[src/rtl/cdsc_pkg.sv]
// package: word types, field step codes and register indexes of the clock setting controller
package cdsc_pkg;

	// input word: one 1 ms tick
	typedef struct packed {
		logic       key_a_level;
		logic       button_level;
		logic [4:0] rtc_hours;
		logic [5:0] rtc_minutes;
		logic [4:0] rtc_day;
		logic [3:0] rtc_month;
		logic [6:0] rtc_year;
		logic       rtc_century;
	} cdsc_in_t;

	// result word: display values and strobes
	typedef struct packed {
		logic [2:0] editing_field;
		logic       field_blank;
		logic [4:0] shown_hours;
		logic [5:0] shown_minutes;
		logic [4:0] shown_day;
		logic [3:0] shown_month;
		logic [6:0] shown_year;
		logic       shown_century;
		logic       refresh;
		logic       commit;
	} cdsc_out_t;

	// working copy of time and date
	typedef struct packed {
		logic [4:0] hours;
		logic [5:0] minutes;
		logic [4:0] day;
		logic [3:0] month;
		logic [6:0] year;
		logic       century;
	} cdsc_td_t;

	localparam int CFG_IDX_W = 3;
	localparam int CFG_DATA_W = 16;

	// configuration register indexes
	localparam logic [CFG_IDX_W-1:0] REG_LONG_PRESS   = 3'd0;
	localparam logic [CFG_IDX_W-1:0] REG_BLINK        = 3'd1;
	localparam logic [CFG_IDX_W-1:0] REG_HOLD_REPEAT  = 3'd2;
	localparam logic [CFG_IDX_W-1:0] REG_SLOW_REFRESH = 3'd3;
	localparam logic [CFG_IDX_W-1:0] REG_FAST_REFRESH = 3'd4;

	// field steps while setting
	localparam logic [2:0] STEP_HOURS   = 3'd0;
	localparam logic [2:0] STEP_MINUTES = 3'd1;
	localparam logic [2:0] STEP_DAY     = 3'd2;
	localparam logic [2:0] STEP_MONTH   = 3'd3;
	localparam logic [2:0] STEP_YEAR    = 3'd4;

	// register reset values
	localparam logic [15:0] LONG_PRESS_RST   = 16'd2000;
	localparam logic [15:0] BLINK_RST        = 16'd250;
	localparam logic [7:0]  HOLD_REPEAT_RST  = 8'd50;
	localparam logic [15:0] SLOW_REFRESH_RST = 16'd1000;
	localparam logic [15:0] FAST_REFRESH_RST = 16'd40;
	localparam logic [15:0] REFRESH_CNT_RST  = 16'd1000;

	// wrap limits
	localparam logic [7:0] HOURS_MOD   = 8'd24;
	localparam logic [7:0] MINUTES_MOD = 8'd60;
	localparam logic [7:0] DAY_LIMIT   = 8'd32;
	localparam logic [7:0] MONTH_LIMIT = 8'd13;
	localparam logic [7:0] YEAR_LIMIT  = 8'd100;

	// increment one field with its wrap; bit 7 flags a year wrap (century toggle)
	function automatic logic [7:0] bump_field(input logic [2:0] step, input logic [6:0] v);
		logic [7:0] n;
		logic [7:0] r;
		n = {1'b0, v} + 8'd1;
		case (step)
			STEP_HOURS:   r = (n >= HOURS_MOD) ? n - HOURS_MOD : n;
			STEP_MINUTES: r = (n >= MINUTES_MOD) ? n - MINUTES_MOD : n;
			STEP_DAY:     r = (n >= DAY_LIMIT) ? 8'd1 : n;
			STEP_MONTH:   r = (n >= MONTH_LIMIT) ? 8'd1 : n;
			default:      r = (n >= YEAR_LIMIT) ? 8'h80 : n;
		endcase
		return r;
	endfunction

	// 16-bit saturating increment
	function automatic logic [15:0] sat_inc16(input logic [15:0] v);
		return (v == 16'hFFFF) ? v : v + 16'd1;
	endfunction

endpackage

[src/rtl/clock_date_setting_controller_unit.sv]
// Clock and date setting controller: one tick word in, one display word out.
//
// Usage: each input word is one 1 ms tick with the key A level, the button level
// (0 pressed) and the current clock time and date. Each accepted word yields exactly
// one result word: the field being edited, its blink state, the working time and
// date, a redraw strobe and a commit strobe (write the shown values, seconds zero).
// Channels: in_valid/in_stall and out_valid/out_stall; a word moves when valid is
// high and stall low. The configuration channel (cfg_valid/cfg_ready, always ready)
// writes the five timing registers by index; write only while idle.
// Latency: the result of a word is presented on the cycle after it is accepted.
// Throughput: one word per clock; all tick work is a single pass of compares,
// saturating counters and small wraps ahead of the output register.
// Stall: the output register holds its word while out_stall is high; a new word
// is still taken in the cycle the held one leaves, so in_stall only follows
// out_stall while a result is waiting.
// Reset: arst_n clears the control state, loads the register defaults and
// empties the output register; the first tick primes the previous key A level.
module clock_date_setting_controller_unit (
	input  logic                     clk,
	input  logic                     arst_n,
	input  logic                     in_valid,
	output logic                     in_stall,
	input  cdsc_pkg::cdsc_in_t       in_data,
	output logic                     out_valid,
	input  logic                     out_stall,
	output cdsc_pkg::cdsc_out_t      out_data,
	input  logic                     cfg_valid,
	output logic                     cfg_ready,
	input  logic [cdsc_pkg::CFG_IDX_W-1:0]  cfg_index,
	input  logic [cdsc_pkg::CFG_DATA_W-1:0] cfg_data
);
	import cdsc_pkg::*;

	// configuration registers
	logic [15:0] long_press_q, blink_ticks_q, slow_refresh_q, fast_refresh_q;
	logic [7:0]  hold_repeat_q;

	// tick state
	logic        setting_q, pending_loaded_q, blink_off_q, repeating_q;
	logic        next_request_q, force_refresh_q, key_a_prev_q, key_a_primed_q;
	logic        button_prev_q;
	logic [2:0]  field_step_q;
	logic [6:0]  pending_value_q;
	logic [7:0]  hold_count_q;
	logic [15:0] long_press_cnt_q, refresh_cnt_q, blink_cnt_q;
	cdsc_td_t    work_q;

	// output register
	logic        out_valid_q;
	cdsc_out_t   out_word_q;

	// next values
	logic        setting_n, pending_loaded_n, blink_off_n, repeating_n;
	logic        next_request_n, force_refresh_n, key_a_prev_n, button_prev_n;
	logic [2:0]  field_step_n;
	logic [6:0]  pending_value_n;
	logic [7:0]  hold_count_n;
	logic [15:0] long_press_cnt_n, refresh_cnt_n, blink_cnt_n;
	cdsc_td_t    work_n;
	cdsc_out_t   result;

	logic        accept;
	logic        key_a, btn, held, refresh_now, commit_now;
	logic [15:0] limit;
	logic [7:0]  bumped;

	assign accept    = in_valid & ~in_stall;
	assign in_stall  = out_valid_q & out_stall;
	assign out_valid = out_valid_q;
	assign out_data  = out_word_q;
	assign cfg_ready = 1'b1;

	// one tick of the setting controller
	always_comb begin
		key_a = in_data.key_a_level;
		btn   = in_data.button_level;

		setting_n        = setting_q;
		pending_loaded_n = pending_loaded_q;
		blink_off_n      = blink_off_q;
		repeating_n      = repeating_q;
		next_request_n   = next_request_q;
		force_refresh_n  = force_refresh_q;
		key_a_prev_n     = key_a_primed_q ? key_a_prev_q : key_a;
		field_step_n     = field_step_q;
		pending_value_n  = pending_value_q;
		hold_count_n     = hold_count_q;
		long_press_cnt_n = long_press_cnt_q;
		refresh_cnt_n    = refresh_cnt_q;
		blink_cnt_n      = blink_cnt_q;
		work_n           = work_q;
		commit_now       = 1'b0;
		held             = 1'b0;
		bumped           = 8'd0;

		// working copy follows the clock while idle
		if (!setting_q) begin
			work_n.hours   = in_data.rtc_hours;
			work_n.minutes = in_data.rtc_minutes;
			work_n.day     = in_data.rtc_day;
			work_n.month   = in_data.rtc_month;
			work_n.year    = in_data.rtc_year;
			work_n.century = in_data.rtc_century;
		end

		// display refresh timer
		limit       = (setting_q && !btn) ? fast_refresh_q : slow_refresh_q;
		refresh_now = (refresh_cnt_q >= limit) || force_refresh_q;
		if (refresh_now) begin
			force_refresh_n = 1'b0;
			refresh_cnt_n   = 16'd0;
		end

		// key A: long press while idle, next field while setting
		if (key_a != key_a_prev_n) begin
			if (!setting_q) long_press_cnt_n = sat_inc16(long_press_cnt_q);
			else next_request_n = 1'b1;
		end else if (!setting_q) begin
			long_press_cnt_n = 16'd0;
		end

		// blink toggle
		if (blink_cnt_q >= blink_ticks_q) begin
			blink_off_n     = ~blink_off_q;
			blink_cnt_n     = 16'd0;
			force_refresh_n = 1'b1;
		end

		// field editing
		if (long_press_cnt_n >= long_press_q || setting_q) begin
			key_a_prev_n = key_a;
			setting_n    = 1'b1;
			if (field_step_q <= STEP_YEAR) begin
				held = hold_count_q >= hold_repeat_q;
				if (!pending_loaded_q) begin
					case (field_step_q)
						STEP_HOURS:   pending_value_n = {2'b0, work_n.hours};
						STEP_MINUTES: pending_value_n = {1'b0, work_n.minutes};
						STEP_DAY:     pending_value_n = {2'b0, work_n.day};
						STEP_MONTH:   pending_value_n = {3'b0, work_n.month};
						default:      pending_value_n = work_n.year;
					endcase
					pending_loaded_n = 1'b1;
				end
				if ((btn && !button_prev_q) || held) begin
					if (!blink_off_n) begin
						blink_cnt_n     = 16'd0;
						force_refresh_n = 1'b1;
					end
					bumped          = bump_field(field_step_q, pending_value_n);
					pending_value_n = bumped[6:0];
					if (bumped[7]) work_n.century = ~work_n.century;
					if (held) repeating_n = 1'b1;
					hold_count_n = 8'd0;
				end
				case (field_step_q)
					STEP_HOURS:   work_n.hours   = pending_value_n[4:0];
					STEP_MINUTES: work_n.minutes = pending_value_n[5:0];
					STEP_DAY:     work_n.day     = pending_value_n[4:0];
					STEP_MONTH:   work_n.month   = pending_value_n[3:0];
					default:      work_n.year    = pending_value_n;
				endcase
				if (next_request_n && !blink_off_n) begin
					next_request_n   = 1'b0;
					pending_loaded_n = 1'b0;
					field_step_n     = field_step_q + 3'd1;
				end
			end else begin
				commit_now   = 1'b1;
				field_step_n = STEP_HOURS;
				setting_n    = 1'b0;
			end
		end

		// button hold and blink timing
		button_prev_n = btn;
		if (setting_n) begin
			if (btn) begin
				blink_cnt_n  = sat_inc16(blink_cnt_n);
				repeating_n  = 1'b0;
				hold_count_n = 8'd0;
			end else begin
				if (repeating_n) button_prev_n = 1'b1;
				blink_off_n = 1'b0;
				if (hold_count_n != 8'hFF) hold_count_n = hold_count_n + 8'd1;
			end
		end
		refresh_cnt_n = sat_inc16(refresh_cnt_n);

		// result word
		result.editing_field = setting_n ? field_step_n + 3'd1 : 3'd0;
		result.field_blank   = setting_n & blink_off_n;
		result.shown_hours   = work_n.hours;
		result.shown_minutes = work_n.minutes;
		result.shown_day     = work_n.day;
		result.shown_month   = work_n.month;
		result.shown_year    = work_n.year;
		result.shown_century = work_n.century;
		result.refresh       = refresh_now;
		result.commit        = commit_now;
	end

	// configuration registers
	always_ff @(posedge clk or negedge arst_n) begin
		if (!arst_n) begin
			long_press_q   <= LONG_PRESS_RST;
			blink_ticks_q  <= BLINK_RST;
			hold_repeat_q  <= HOLD_REPEAT_RST;
			slow_refresh_q <= SLOW_REFRESH_RST;
			fast_refresh_q <= FAST_REFRESH_RST;
		end else if (cfg_valid && cfg_ready) begin
			case (cfg_index)
				REG_LONG_PRESS:   long_press_q   <= cfg_data;
				REG_BLINK:        blink_ticks_q  <= cfg_data;
				REG_HOLD_REPEAT:  hold_repeat_q  <= cfg_data[7:0];
				REG_SLOW_REFRESH: slow_refresh_q <= cfg_data;
				REG_FAST_REFRESH: fast_refresh_q <= cfg_data;
				default: ;
			endcase
		end
	end

	// tick state
	always_ff @(posedge clk or negedge arst_n) begin
		if (!arst_n) begin
			setting_q        <= 1'b0;
			pending_loaded_q <= 1'b0;
			blink_off_q      <= 1'b0;
			repeating_q      <= 1'b0;
			next_request_q   <= 1'b0;
			force_refresh_q  <= 1'b0;
			key_a_prev_q     <= 1'b0;
			key_a_primed_q   <= 1'b0;
			button_prev_q    <= 1'b1;
			field_step_q     <= STEP_HOURS;
			pending_value_q  <= 7'd0;
			hold_count_q     <= 8'd0;
			long_press_cnt_q <= 16'd0;
			refresh_cnt_q    <= REFRESH_CNT_RST;
			blink_cnt_q      <= 16'd0;
			work_q           <= '0;
		end else if (accept) begin
			setting_q        <= setting_n;
			pending_loaded_q <= pending_loaded_n;
			blink_off_q      <= blink_off_n;
			repeating_q      <= repeating_n;
			next_request_q   <= next_request_n;
			force_refresh_q  <= force_refresh_n;
			key_a_prev_q     <= key_a_prev_n;
			key_a_primed_q   <= 1'b1;
			button_prev_q    <= button_prev_n;
			field_step_q     <= field_step_n;
			pending_value_q  <= pending_value_n;
			hold_count_q     <= hold_count_n;
			long_press_cnt_q <= long_press_cnt_n;
			refresh_cnt_q    <= refresh_cnt_n;
			blink_cnt_q      <= blink_cnt_n;
			work_q           <= work_n;
		end
	end

	// output valid
	always_ff @(posedge clk or negedge arst_n) begin
		if (!arst_n) begin
			out_valid_q <= 1'b0;
		end else if (accept) begin
			out_valid_q <= 1'b1;
		end else if (!out_stall) begin
			out_valid_q <= 1'b0;
		end
	end

	// output word
	always_ff @(posedge clk) begin
		if (accept) begin
			out_word_q <= result;
		end
	end

endmodule
[config.mk]
export PLATFORM = sky130hd
export DESIGN_NAME = clock_date_setting_controller_unit
export DESIGN_NICKNAME = d
export VERILOG_FILES = /design/src/rtl/cdsc_pkg.sv /design/src/rtl/clock_date_setting_controller_unit.sv
export SDC_FILE = /design/constraint.sdc
export NUM_CORES = 1
export LEC_CHECK = 0
export ABC_AREA = 1
export BUFFER_PORTS_ARGS = -buffer_cell sky130_fd_sc_hd__buf_2
export CAP_MARGIN = 10
export CORE_AREA = 10 10 119 228
export DETAILED_ROUTE_END_ITERATION = 7
export DIE_AREA = 0 0 129 238
export HOLD_SLACK_MARGIN = 0.06
export MAX_ROUTING_LAYER = met4
export PLACE_DENSITY = 0.73
export SYNTH_ARGS = -nofsm -noshare
export SYNTH_HDL_FRONTEND = slang
export SYNTH_SLANG_ARGS = --single-unit
[constraint.sdc]
create_clock -name clk -period 9.4 [get_ports clk]
set_input_delay 1.88 -clock clk [delete_from_list [all_inputs] [get_ports clk]]
set_output_delay 1.88 -clock clk [all_outputs]
set_load 0.03 [all_outputs]
======== Yosys cells after proc, flatten, opt, wreduce, memory -nomap -nowiden ========
Cells that the tools add are included.
word-level totals
  bits in registers ....................... 210
  input bits .............................. 54
  word-level logic and storage cells ...... 172
operators by class
  $add $sub $neg .......................... 9
  $lt $le $gt $ge ......................... 10
  equality and inequality tests ........... 13
  muxes and demuxes ....................... 79
  bitwise logic cells ..................... 6
  reduce and logical (&&, ||, !) cells .... 18
operators with widths
  operator                                                                              number
  16-bit 2-to-1 mux                                                                     15
  8-bit 2-to-1 mux                                                                      14
  28-bit 2-to-1 mux                                                                     3
  16-bit by 1-bit adder with 16-bit output (second input constant)                      3
  16-bit == test (second input constant)                                                3
  16-bit greater-or-equal comparator                                                    3
  7-bit 2-to-1 mux                                                                      5
  1-bit 2-to-1 mux                                                                      33
  8-bit one-hot mux with 4 select lines                                                 1
  7-bit one-hot mux with 4 select lines                                                 1
  8-bit by 6-bit greater-or-equal comparator with 1-bit output (second input constant)  2
  3-bit by 2-bit == test with 1-bit output (second input constant)                      4
  5-bit 2-to-1 mux                                                                      2
  2-bit AND reduction                                                                   5
  3-bit 2-to-1 mux                                                                      3
  7-bit by 1-bit adder with 8-bit output (second input constant)                        1
  8-bit by 1-bit adder with 8-bit output (second input constant)                        1
  8-bit by 4-bit greater-or-equal comparator with 1-bit output (second input constant)  1
  8-bit by 5-bit greater-or-equal comparator with 1-bit output (second input constant)  1
  8-bit by 7-bit greater-or-equal comparator with 1-bit output (second input constant)  1
  8-bit greater-or-equal comparator                                                     1
  8-bit inequality test (second input constant)                                         1
  8-bit by 5-bit subtractor with 8-bit output (second input constant)                   1
  8-bit by 6-bit subtractor with 8-bit output (second input constant)                   1
  16 further kinds                                                                      29

======== Depth between registers and ports, before layout ========
Gate-level depths: netlist of run 1.
  depth after elaboration ................. 18
  gate-level depth with buffers ........... 36

======== Worst setup path before layout of run 1 ========
OpenSTA, ideal clock, no wires.
  kind .................................... input -> register
  start point ............................. in in_data[29] in the netlist's numbering
  end point ............................... reg hold_count_q[0]
  setup time .............................. 0.140 ns
  arrival time ............................ 5.685 ns
  path slack .............................. 3.575 ns
  cell stages on the path ................. 29
  buffers on the path ..................... 0
  cells stage by stage .................... o21ai_0 or2_2 nand2_1 inv_1 nor2_1 nand2_1 nor3_1 a21oi_1 a21oi_1 ha_1 nand2_1 nor2_1 nand2_1 o211ai_1 nand2_1 nand4_1 nand2_1 clkinv_1 nor2_1 ha_1 nand2_1 nor2_1 nand2_1 inv_1 nand3_1 nor2_1 inv_1 o21ai_0 o21ai_0
between the ends
  longest elaborated chain between the ends .. 10
  elaborated cells on any way between the ends .. 12
ends and longest elaborated chain
  element                                                                          RTL line                                   text
  from (decl)                                                                      clock_date_setting_controller_unit.sv:23   input cdsc_pkg::cdsc_in_t in_data,
  1-bit 2-to-1 mux                                                                 clock_date_setting_controller_unit.sv:84   key_a_prev_n = key_a_primed_q ? key_a_prev_q : key_a;
  1-bit inequality test (*)                                                        clock_date_setting_controller_unit.sv:115  if (key_a != key_a_prev_n) begin
  16-bit 2-to-1 mux (*)                                                            clock_date_setting_controller_unit.sv:115
  via long_press_cnt_n[5]                                                          clock_date_setting_controller_unit.sv:58   logic [15:0] long_press_cnt_n, refresh_cnt_n, blink_cnt_n;
  16-bit greater-or-equal comparator (*)                                           clock_date_setting_controller_unit.sv:130  if (long_press_cnt_n >= long_press_q || setting_q) begin
  1-bit logical OR (*)                                                             clock_date_setting_controller_unit.sv:130
  8-bit 2-to-1 mux                                                                 clock_date_setting_controller_unit.sv:130
  8-bit by 1-bit adder with 8-bit output or 8-bit inequality test (tied branches)  clock_date_setting_controller_unit.sv:185  if (hold_count_n != 8'hFF) hold_count_n = hold_count_n + 8'd1;
  8-bit 2-to-1 mux                                                                 clock_date_setting_controller_unit.sv:185
  8-bit 2-to-1 mux                                                                 clock_date_setting_controller_unit.sv:178  if (btn) begin
  8-bit 2-to-1 mux (*)                                                             clock_date_setting_controller_unit.sv:177  if (setting_n) begin
  to (signal assigned)                                                             clock_date_setting_controller_unit.sv:254  hold_count_q <= hold_count_n;
  to (decl)                                                                        clock_date_setting_controller_unit.sv:44   logic [7:0] hold_count_q;
Mark *: on every way through the listed nets, which the timed path passes. The rest lies on a longest branch.
A chain may end at the register's enable or synchronous reset.

======== Worst setup path after layout of run 1 ========
Ends and elaborated chain as after synthesis.

==> metrics.txt, run 1 <==
CP peak stage delay between 0.5 and 0.6 ns; IO buf count between 80 and 90; fmax between 0.1 and 0.15 GHz; CTS Buffer Depth 3; crit start category input pin; synthesized area approximately 13,000 sq um; DRT Pass-1 Iters 6; Leakage 7.06 nW; average size of a mapped cell between 7 and 8 sq um; Reg-to-Reg End hold_count_q[0]; post-DP HPWL around 26,000 um; pin count of the biggest net entering global routing around 100; root buf cell clkbuf_16; top_reg_cell synth dfrtp_1; vias in the first global route roughly 11,000; worst endpoint required time roughly 9.8 ns; final worst slack ~2.7 ns; core area 23,300 sq um; RSZ-0062 raised after global routing no; CP max-delay cell nand4_1; Max VDD drop 0.162 mV; placed instance area roughly 13,000 sq um; setup TNS 0 ns; period utilisation layout 0.713; mean routed wirelength per cell approximately 17 um; R2R setup slack about 3.3 ns; crit path kind in2reg; Worst Reg2Reg Path Length in Cells 29; CP bufs+invs 6; cell family with most CP delay simple AND/OR/NAND/NOR gates; routed vias 11,359; I/O pins 91; # rows 79; pre-CTS setup slack approximately 2.3 ns; Setup-failing EPs final 0; vias per cell 5.59; Worst path depth 27; Clock transition at path regs roughly 0.06 ns; Hold Vio Cnt, Final 0; min Tclk post-route 6.70 ns; critical path arrival just over 7 ns; Hold Buf Count CTS 0; proportion of layout cells with a drive suffix above 1 0.119; CTS H-tree depth 1; initial antenna violation count 0; Synth top area share 0.288; crit-path max FO 10; Total GRT Usage 0.237; Final ANT Viol Nets 0; CTS Buf Count 21; # clock sinks 210; die height around 240 um; FILL cells ~2,100; Register Area about 5500 sq um; GRT overflow 0; Synth Register Bits between 200 and 250; Worst Hold Launch work_q[24]; largest area contributor in the netlist dfrtp_1; final max-slew violation count 0; first-pass GRT wire length approximately 57,000 um; post_cts resized 0; Horiz. Die Dim between 100 and 150 um; Final Skew ~0.019 ns; Post-synth ARST share 0.838; Final GP Congestion between 0.9 and 1; hold depth 2; synth-to-layout area growth 10.9%; Slew HR 0.284; total routed wirelength approximately 35,000 um; max cap viols 0; Skew-Pair Late Insertion Delay approximately 0.52 ns; ant diodes 0; Least-Margin Pin Slew 1.07 ns; status complete, no violations; Final nets between 1,500 and 2,000; sequential area share after synthesis 0.430; Iteration-0 DRC Markers approximately 800; crit path launch in_data[29]; area occupied by multi-input gates ~6200 sq um; Starting Density 0.545; crit path to hold_count_q[0]; Synth area leaders dfrtp_1 (29%), nand2_1 (15%), edfxtp_1 (8.0%); YS warnings 0; post-route cell area 14,100 sq um; Yosys cell types 52; CTS tree done; Hold Crit Class reg2reg; die area 30,700 sq um; Worst setup EP type register; total power draw approximately 0.0046 W; DRC Markers 0; Pwr Density ~320 nW/um^2; syn_nets 1,791; post-CTS setup buffers 0; number of enable flip-flop cells after synthesis 34; R2R Path Start long_press_cnt_q[0]; cells after synthesis around 1,700
==> state kept, by name, summed over array words and instances (netlist names), 3 cells and up <==
register,count
blink_ticks_q,16
pending_value_q,7
long_press_cnt_q,16
blink_cnt_q,16
fast_refresh_q,16
hold_repeat_q,8
slow_refresh_q,16
hold_count_q,8
field_step_q,3
out_data,34
long_press_q,16
refresh_cnt_q,16
work_q,28
==> Yosys cell counts, types with 4 or more instances <==
master    count
mux2i_1      16
o21ai_0     143
clkbuf_1     29
buf_4         6
o211ai_1      4
buf_2         6
nor3_1       17
ha_1         73
a21oi_1      48
xor2_1       24
nand2_1     509
o22ai_1       7
inv_2         9
or2_2         9
o21ai_2       5
clkinv_1      5
xnor2_1       9
nor2_1       96
inv_1       196
buf_1         5
a21boi_1      6
nand3b_1      7
nand2_2      12
nor2_2        5
nand3_1     131
dfstp_2      30
o21ai_1      10
and2_1       10
edfxtp_1     34
a221oi_1      4
nand4_1      22
a21boi_0      7
dfrtp_1     146
==> worst min path at each step <==
stage,to,slack (ns)
after detailed placement,work_q[24],0.47
after CTS,work_q[2],0.48
after global placement,work_q[7],0.46
after global routing,work_q[19],0.51
final,work_q[24],0.48
after floorplan,work_q[7],0.44
==> power by group <==
part / total, W / internal, W / switching, W
clock network: 0.000888 / 0.000529 / 0.000359
registers: 0.00136 / 0.00123 / 0.000138
logic: 0.00233 / 0.000686 / 0.00164
==> layout make-up <==
type                       count  area share
inverter                     212      0.0567
sequential                   210       0.388
multi-input combinational   1196       0.443
timing repair buffer          95      0.0352
clock buffer                  32      0.0484
tap                          283      0.0251
clock inverter                 5     0.00373
==> logic make-up (layout without fill, tap and decap cells) <==
logic type      after synthesis  after routing  share of synthesized area
simple gates                826            826                      0.276
buf+inv                     258            344                     0.0789
compound gates              246            246                      0.107
flops                       210            210                      0.430
fa+ha+maj                    73             73                     0.0719
xor+xnor                     33             33                     0.0227
mux                          17             17                     0.0135
other cells                   1              1                   0.000295
==> placed cells by master (no fill, tap or decap), types with 22 or more instances in the layout <==
master,Yosys,layout
nand3_1,131,131
dfstp_2,30,30
edfxtp_1,34,34
buf_2,6,88
clkbuf_16,0,25
xor2_1,24,24
o21ai_0,143,143
ha_1,73,73
nand4_1,22,22
inv_1,196,196
dfrtp_1,146,146
nor2_1,96,95
nand2_1,509,509
a21oi_1,48,48
==> per-layer routing <==
| metal | up-vias | wire (um) | global-route usage | part of all wire |
|---|---|---|---|---|
| met2 | 322 | 18700 | 0.429 | 0.53 |
| li1 | 5530 | - | - | - |
| met3 | 138 | 1290 | 0.0282 | 0.037 |
| met4 | 0 | 2490 | 0.156 | 0.071 |
| met1 | 5369 | 12700 | 0.232 | 0.36 |
| met5 | - | 0 | - | 0 |
==> through the flow <==
stage          hold WS [ns]  utilization  std cells
2_1_floorplan         0.442            -       1664
3_3_place_gp          0.457        0.573       1996
3_5_place_dp          0.465        0.573       1996
4_1_cts               0.483        0.604       2033
5_1_grt               0.507        0.604       2033
6_report              0.480        0.604       2033
==> tightest hold or removal path, cell delays in order (launching register included) <==
cell,delay [ns]
dfrtp_1,0.34
nand2_1,0.05
nand2_1,0.06
Power figures use the tool's default switching activity.
==> run 2: changes to the inputs <==
--- a/config.mk
+++ b/config.mk
@@ -5,15 +5,15 @@
 export SDC_FILE = /design/constraint.sdc
 export NUM_CORES = 1
 export LEC_CHECK = 0
-export ABC_AREA = 1
+export ABC_AREA = 0
 export BUFFER_PORTS_ARGS = -buffer_cell sky130_fd_sc_hd__buf_2
 export CAP_MARGIN = 10
-export CORE_AREA = 10 10 119 228
+export CORE_AREA = 10 10 122 234
 export DETAILED_ROUTE_END_ITERATION = 7
-export DIE_AREA = 0 0 129 238
+export DIE_AREA = 0 0 132 244
 export HOLD_SLACK_MARGIN = 0.06
 export MAX_ROUTING_LAYER = met4
-export PLACE_DENSITY = 0.73
+export PLACE_DENSITY = 0.75
 export SYNTH_ARGS = -nofsm -noshare
 export SYNTH_HDL_FRONTEND = slang
 export SYNTH_SLANG_ARGS = --single-unit
==> constraint.sdc (replaced) <==
create_clock -name clk -period 5.77 [get_ports clk]
set_input_delay 1.154 -clock clk [delete_from_list [all_inputs] [get_ports clk]]
set_output_delay 1.154 -clock clk [all_outputs]
set_load 0.03 [all_outputs]
==> run 2 against run 1 <==
Critical path depth decreased by 7. Total power rose by 22%. Synthesized cell count down 16%. Non-clock buffer count grew 82. Clock power rose by 48%. Final cell count is 7.5% lower. Synthesized area rose by 5.1%. Critical path type is now reg2reg. Largest cell class unchanged. Highest routed layer unchanged.
==> metrics.txt, run 2 <==
post-DP HPWL about 32,000 um; synthesized area around 13,000 sq um; Synth top area share 0.274; met2 WL ~21,000 um; commonest cells after routing, fill and taps aside nand2_1 (163), dfrtp_1 (145), o21ai_0 (103); pre-CTS setup slack 0.0533 ns; Iteration-0 DRC Markers 976; Starting Density 0.535; placed instance area 14,500 sq um; Horiz. Die Dim 132 um; post-route cell area about 15,000 sq um; YS warnings 0; first-pass GRT wire length between 60,000 and 70,000 um; M1 WL between 10,000 and 15,000 um; core area around 25,000 sq um; period utilisation layout 0.936; IO buf count a little under 90; Final nets approximately 1,700; min Tclk post-route between 5 and 6 ns; vias per cell ~6.3; # rows between 80 and 90; sequential area share after synthesis 0.409; Hold Buf Count CTS 0; crit path kind reg2reg; crit-path max FO 10; max cap viols 0; GRT overflow 0; critical path arrival between 5 and 6 ns; top_reg_cell synth dfrtp_1; Synth area leaders dfrtp_1 (27%), edfxtp_1 (7.6%), ha_1 (6.8%); final max-slew violation count 0; # clock sinks 210; initial antenna violation count 0; syn_nets approximately 1,500; root buf cell clkbuf_16; worst endpoint required time 6.01 ns; Pwr Density between 300 and 400 nW/um^2; CTS Buffer Depth 3; die height around 240 um; ant diodes 0; Leakage between 6 and 7 nW; final worst slack 0.367 ns; Post-synth top cells nand2_1 (166), dfrtp_1 (146), o21ai_0 (104); vias in the first global route 12,139; Final Skew about 0.015 ns; Least-Margin Pin Slew just under 1 ns; crit start category register; cells after synthesis around 1,400; I/O pins 91; Setup-failing EPs final 0; mean routed wirelength per cell about 22 um; fmax ~0.19 GHz; Post-synth ARST share 0.838; CTS Buf Count 21; Final GP Congestion between 1 and 1.5; die area 32,200 sq um; largest area contributor in the netlist dfrtp_1; Clock transition at path regs around 0.06 ns; Total GRT Usage 0.261; Slew HR 0.344; Max VDD drop around 0.30 mV; Worst setup EP type register; Highest Signal Layer met4; routed wl met3 1800 um; RSZ-0062 raised after global routing no; Hold Crit Class reg2reg; CTS tree done; most common cell after layout, fill and taps aside nand2_1; DRT Pass-1 Iters 6; proportion of layout cells with a drive suffix above 1 0.233; Hold Vio Cnt, Final 0; CTS H-tree depth 1; DRC Markers 0; status complete, no violations; synth-to-layout area growth 14.1%; Yosys cell types around 100; routed vias between 10,000 and 15,000; Synth Register Bits 210; Skew-Pair Late Insertion Delay 0.52 ns; Final ANT Viol Nets 0; most common cell in the netlist nand2_1; total routed wirelength roughly 41,000 um; average size of a mapped cell approximately 9.5 sq um; number of enable flip-flop cells after synthesis 34; pin count of the biggest net entering global routing between 100 and 150; max FFs per register 34
==> run 2: cell count changes after synthesis, sizes merged, moves of 18 or more <==
cell,change
mux2i,+51
nand3,-87
o21ai,-39
nor3,+22
a21oi,+21
mux2,+57
and3,+21
inv,-144
a21o,+24
clkbuf,+18
xor2,-20
nand2,-355
==> run 2: per-layer routing <==
layer	track usage	vias to the layer above
met5	-	-
met3	0.0292	187
li1	-	5433
met2	0.458	482
met1	0.250	5706
met4	0.227	0
==> run 2: logic make-up (layout without fill, tap and decap cells) <==
kind of cell	after synthesis	after routing	synth area share
simple gates	462	462	0.170
compound gates	373	373	0.188
flops	210	210	0.409
buf+inv	133	277	0.0490
mux	125	125	0.0997
fa+ha+maj	73	73	0.0684
xor+xnor	23	23	0.0157
other cells	1	1	0.000281
==> run 2: power breakdown <==
group          total [W]  switching [W]  internal (W)
Combinational    0.00236        0.00145      0.000906
Sequential       0.00191       0.000157       0.00175
Clock            0.00131       0.000593      0.000717
==> run 2: cell type report <==
type	count	area [sq um]
Clock inverter	7	43.8
Inverter	62	239
Clock buffer	31	593
Tap cell	336	420
Timing Repair Buffer	177	1110
Sequential cell	210	5460
Fill cell	2109	9700
Multi-Input combinational cell	1057	7360
==> run 2: repair_timing <==
item / in CTS / in global routing
buffers inserted: 0 / 4
endpoints found under the setup margin: 0 / 10
resized for setup: 0 / 5
==> run 2: worst max-delay path, stage by stage (launching register included) <==
cell	delay (ns)
dfrtp_1	0.47
inv_1	0.22
ha_1	0.42
inv_4	0.10
a21oi_2	0.30
nor3_1	0.14
a221o_1	0.36
inv_2	0.08
ha_1	0.26
xor2_1	0.17
nor3_1	0.06
a211oi_1	0.25
buf_4	0.22
ha_1	0.30
inv_1	0.17
a211oi_1	0.30
o2bb2ai_1	0.27
o32a_1	0.27
nand2b_1	0.12
a41o_1	0.47
a31oi_1	0.15
==> run 2: through the flow <==
stage | hold slack, ns | instances | TNS (ns) | power [W] | util
after global placement | 0.468 | 1838 | 0 | 0.00419 | 0.583
final | 0.483 | 1880 | 0 | 0.00558 | 0.611
after global routing | 0.519 | 1880 | 0 | 0.00586 | 0.611
after floorplan | 0.447 | 1400 | -0.0374 | 0.00334 | -
after CTS | 0.486 | 1876 | 0 | 0.00554 | 0.609
after detailed placement | 0.473 | 1838 | 0 | 0.00423 | 0.583
==> run 2: final timing paths <==
check,startpoint,to,slack (ns),cells past startpoint
max,field_step_q[2],out_data[27],0.37,20
min,pending_value_q[0],pending_value_q[0],0.48,2
max reg2reg,field_step_q[2],out_data[27],0.37,20
min reg2reg,pending_value_q[0],pending_value_q[0],0.48,2
max in group asynchronous,arst_n,setting_q,3.79,2
min in group asynchronous,arst_n,hold_count_q[0],0.72,1
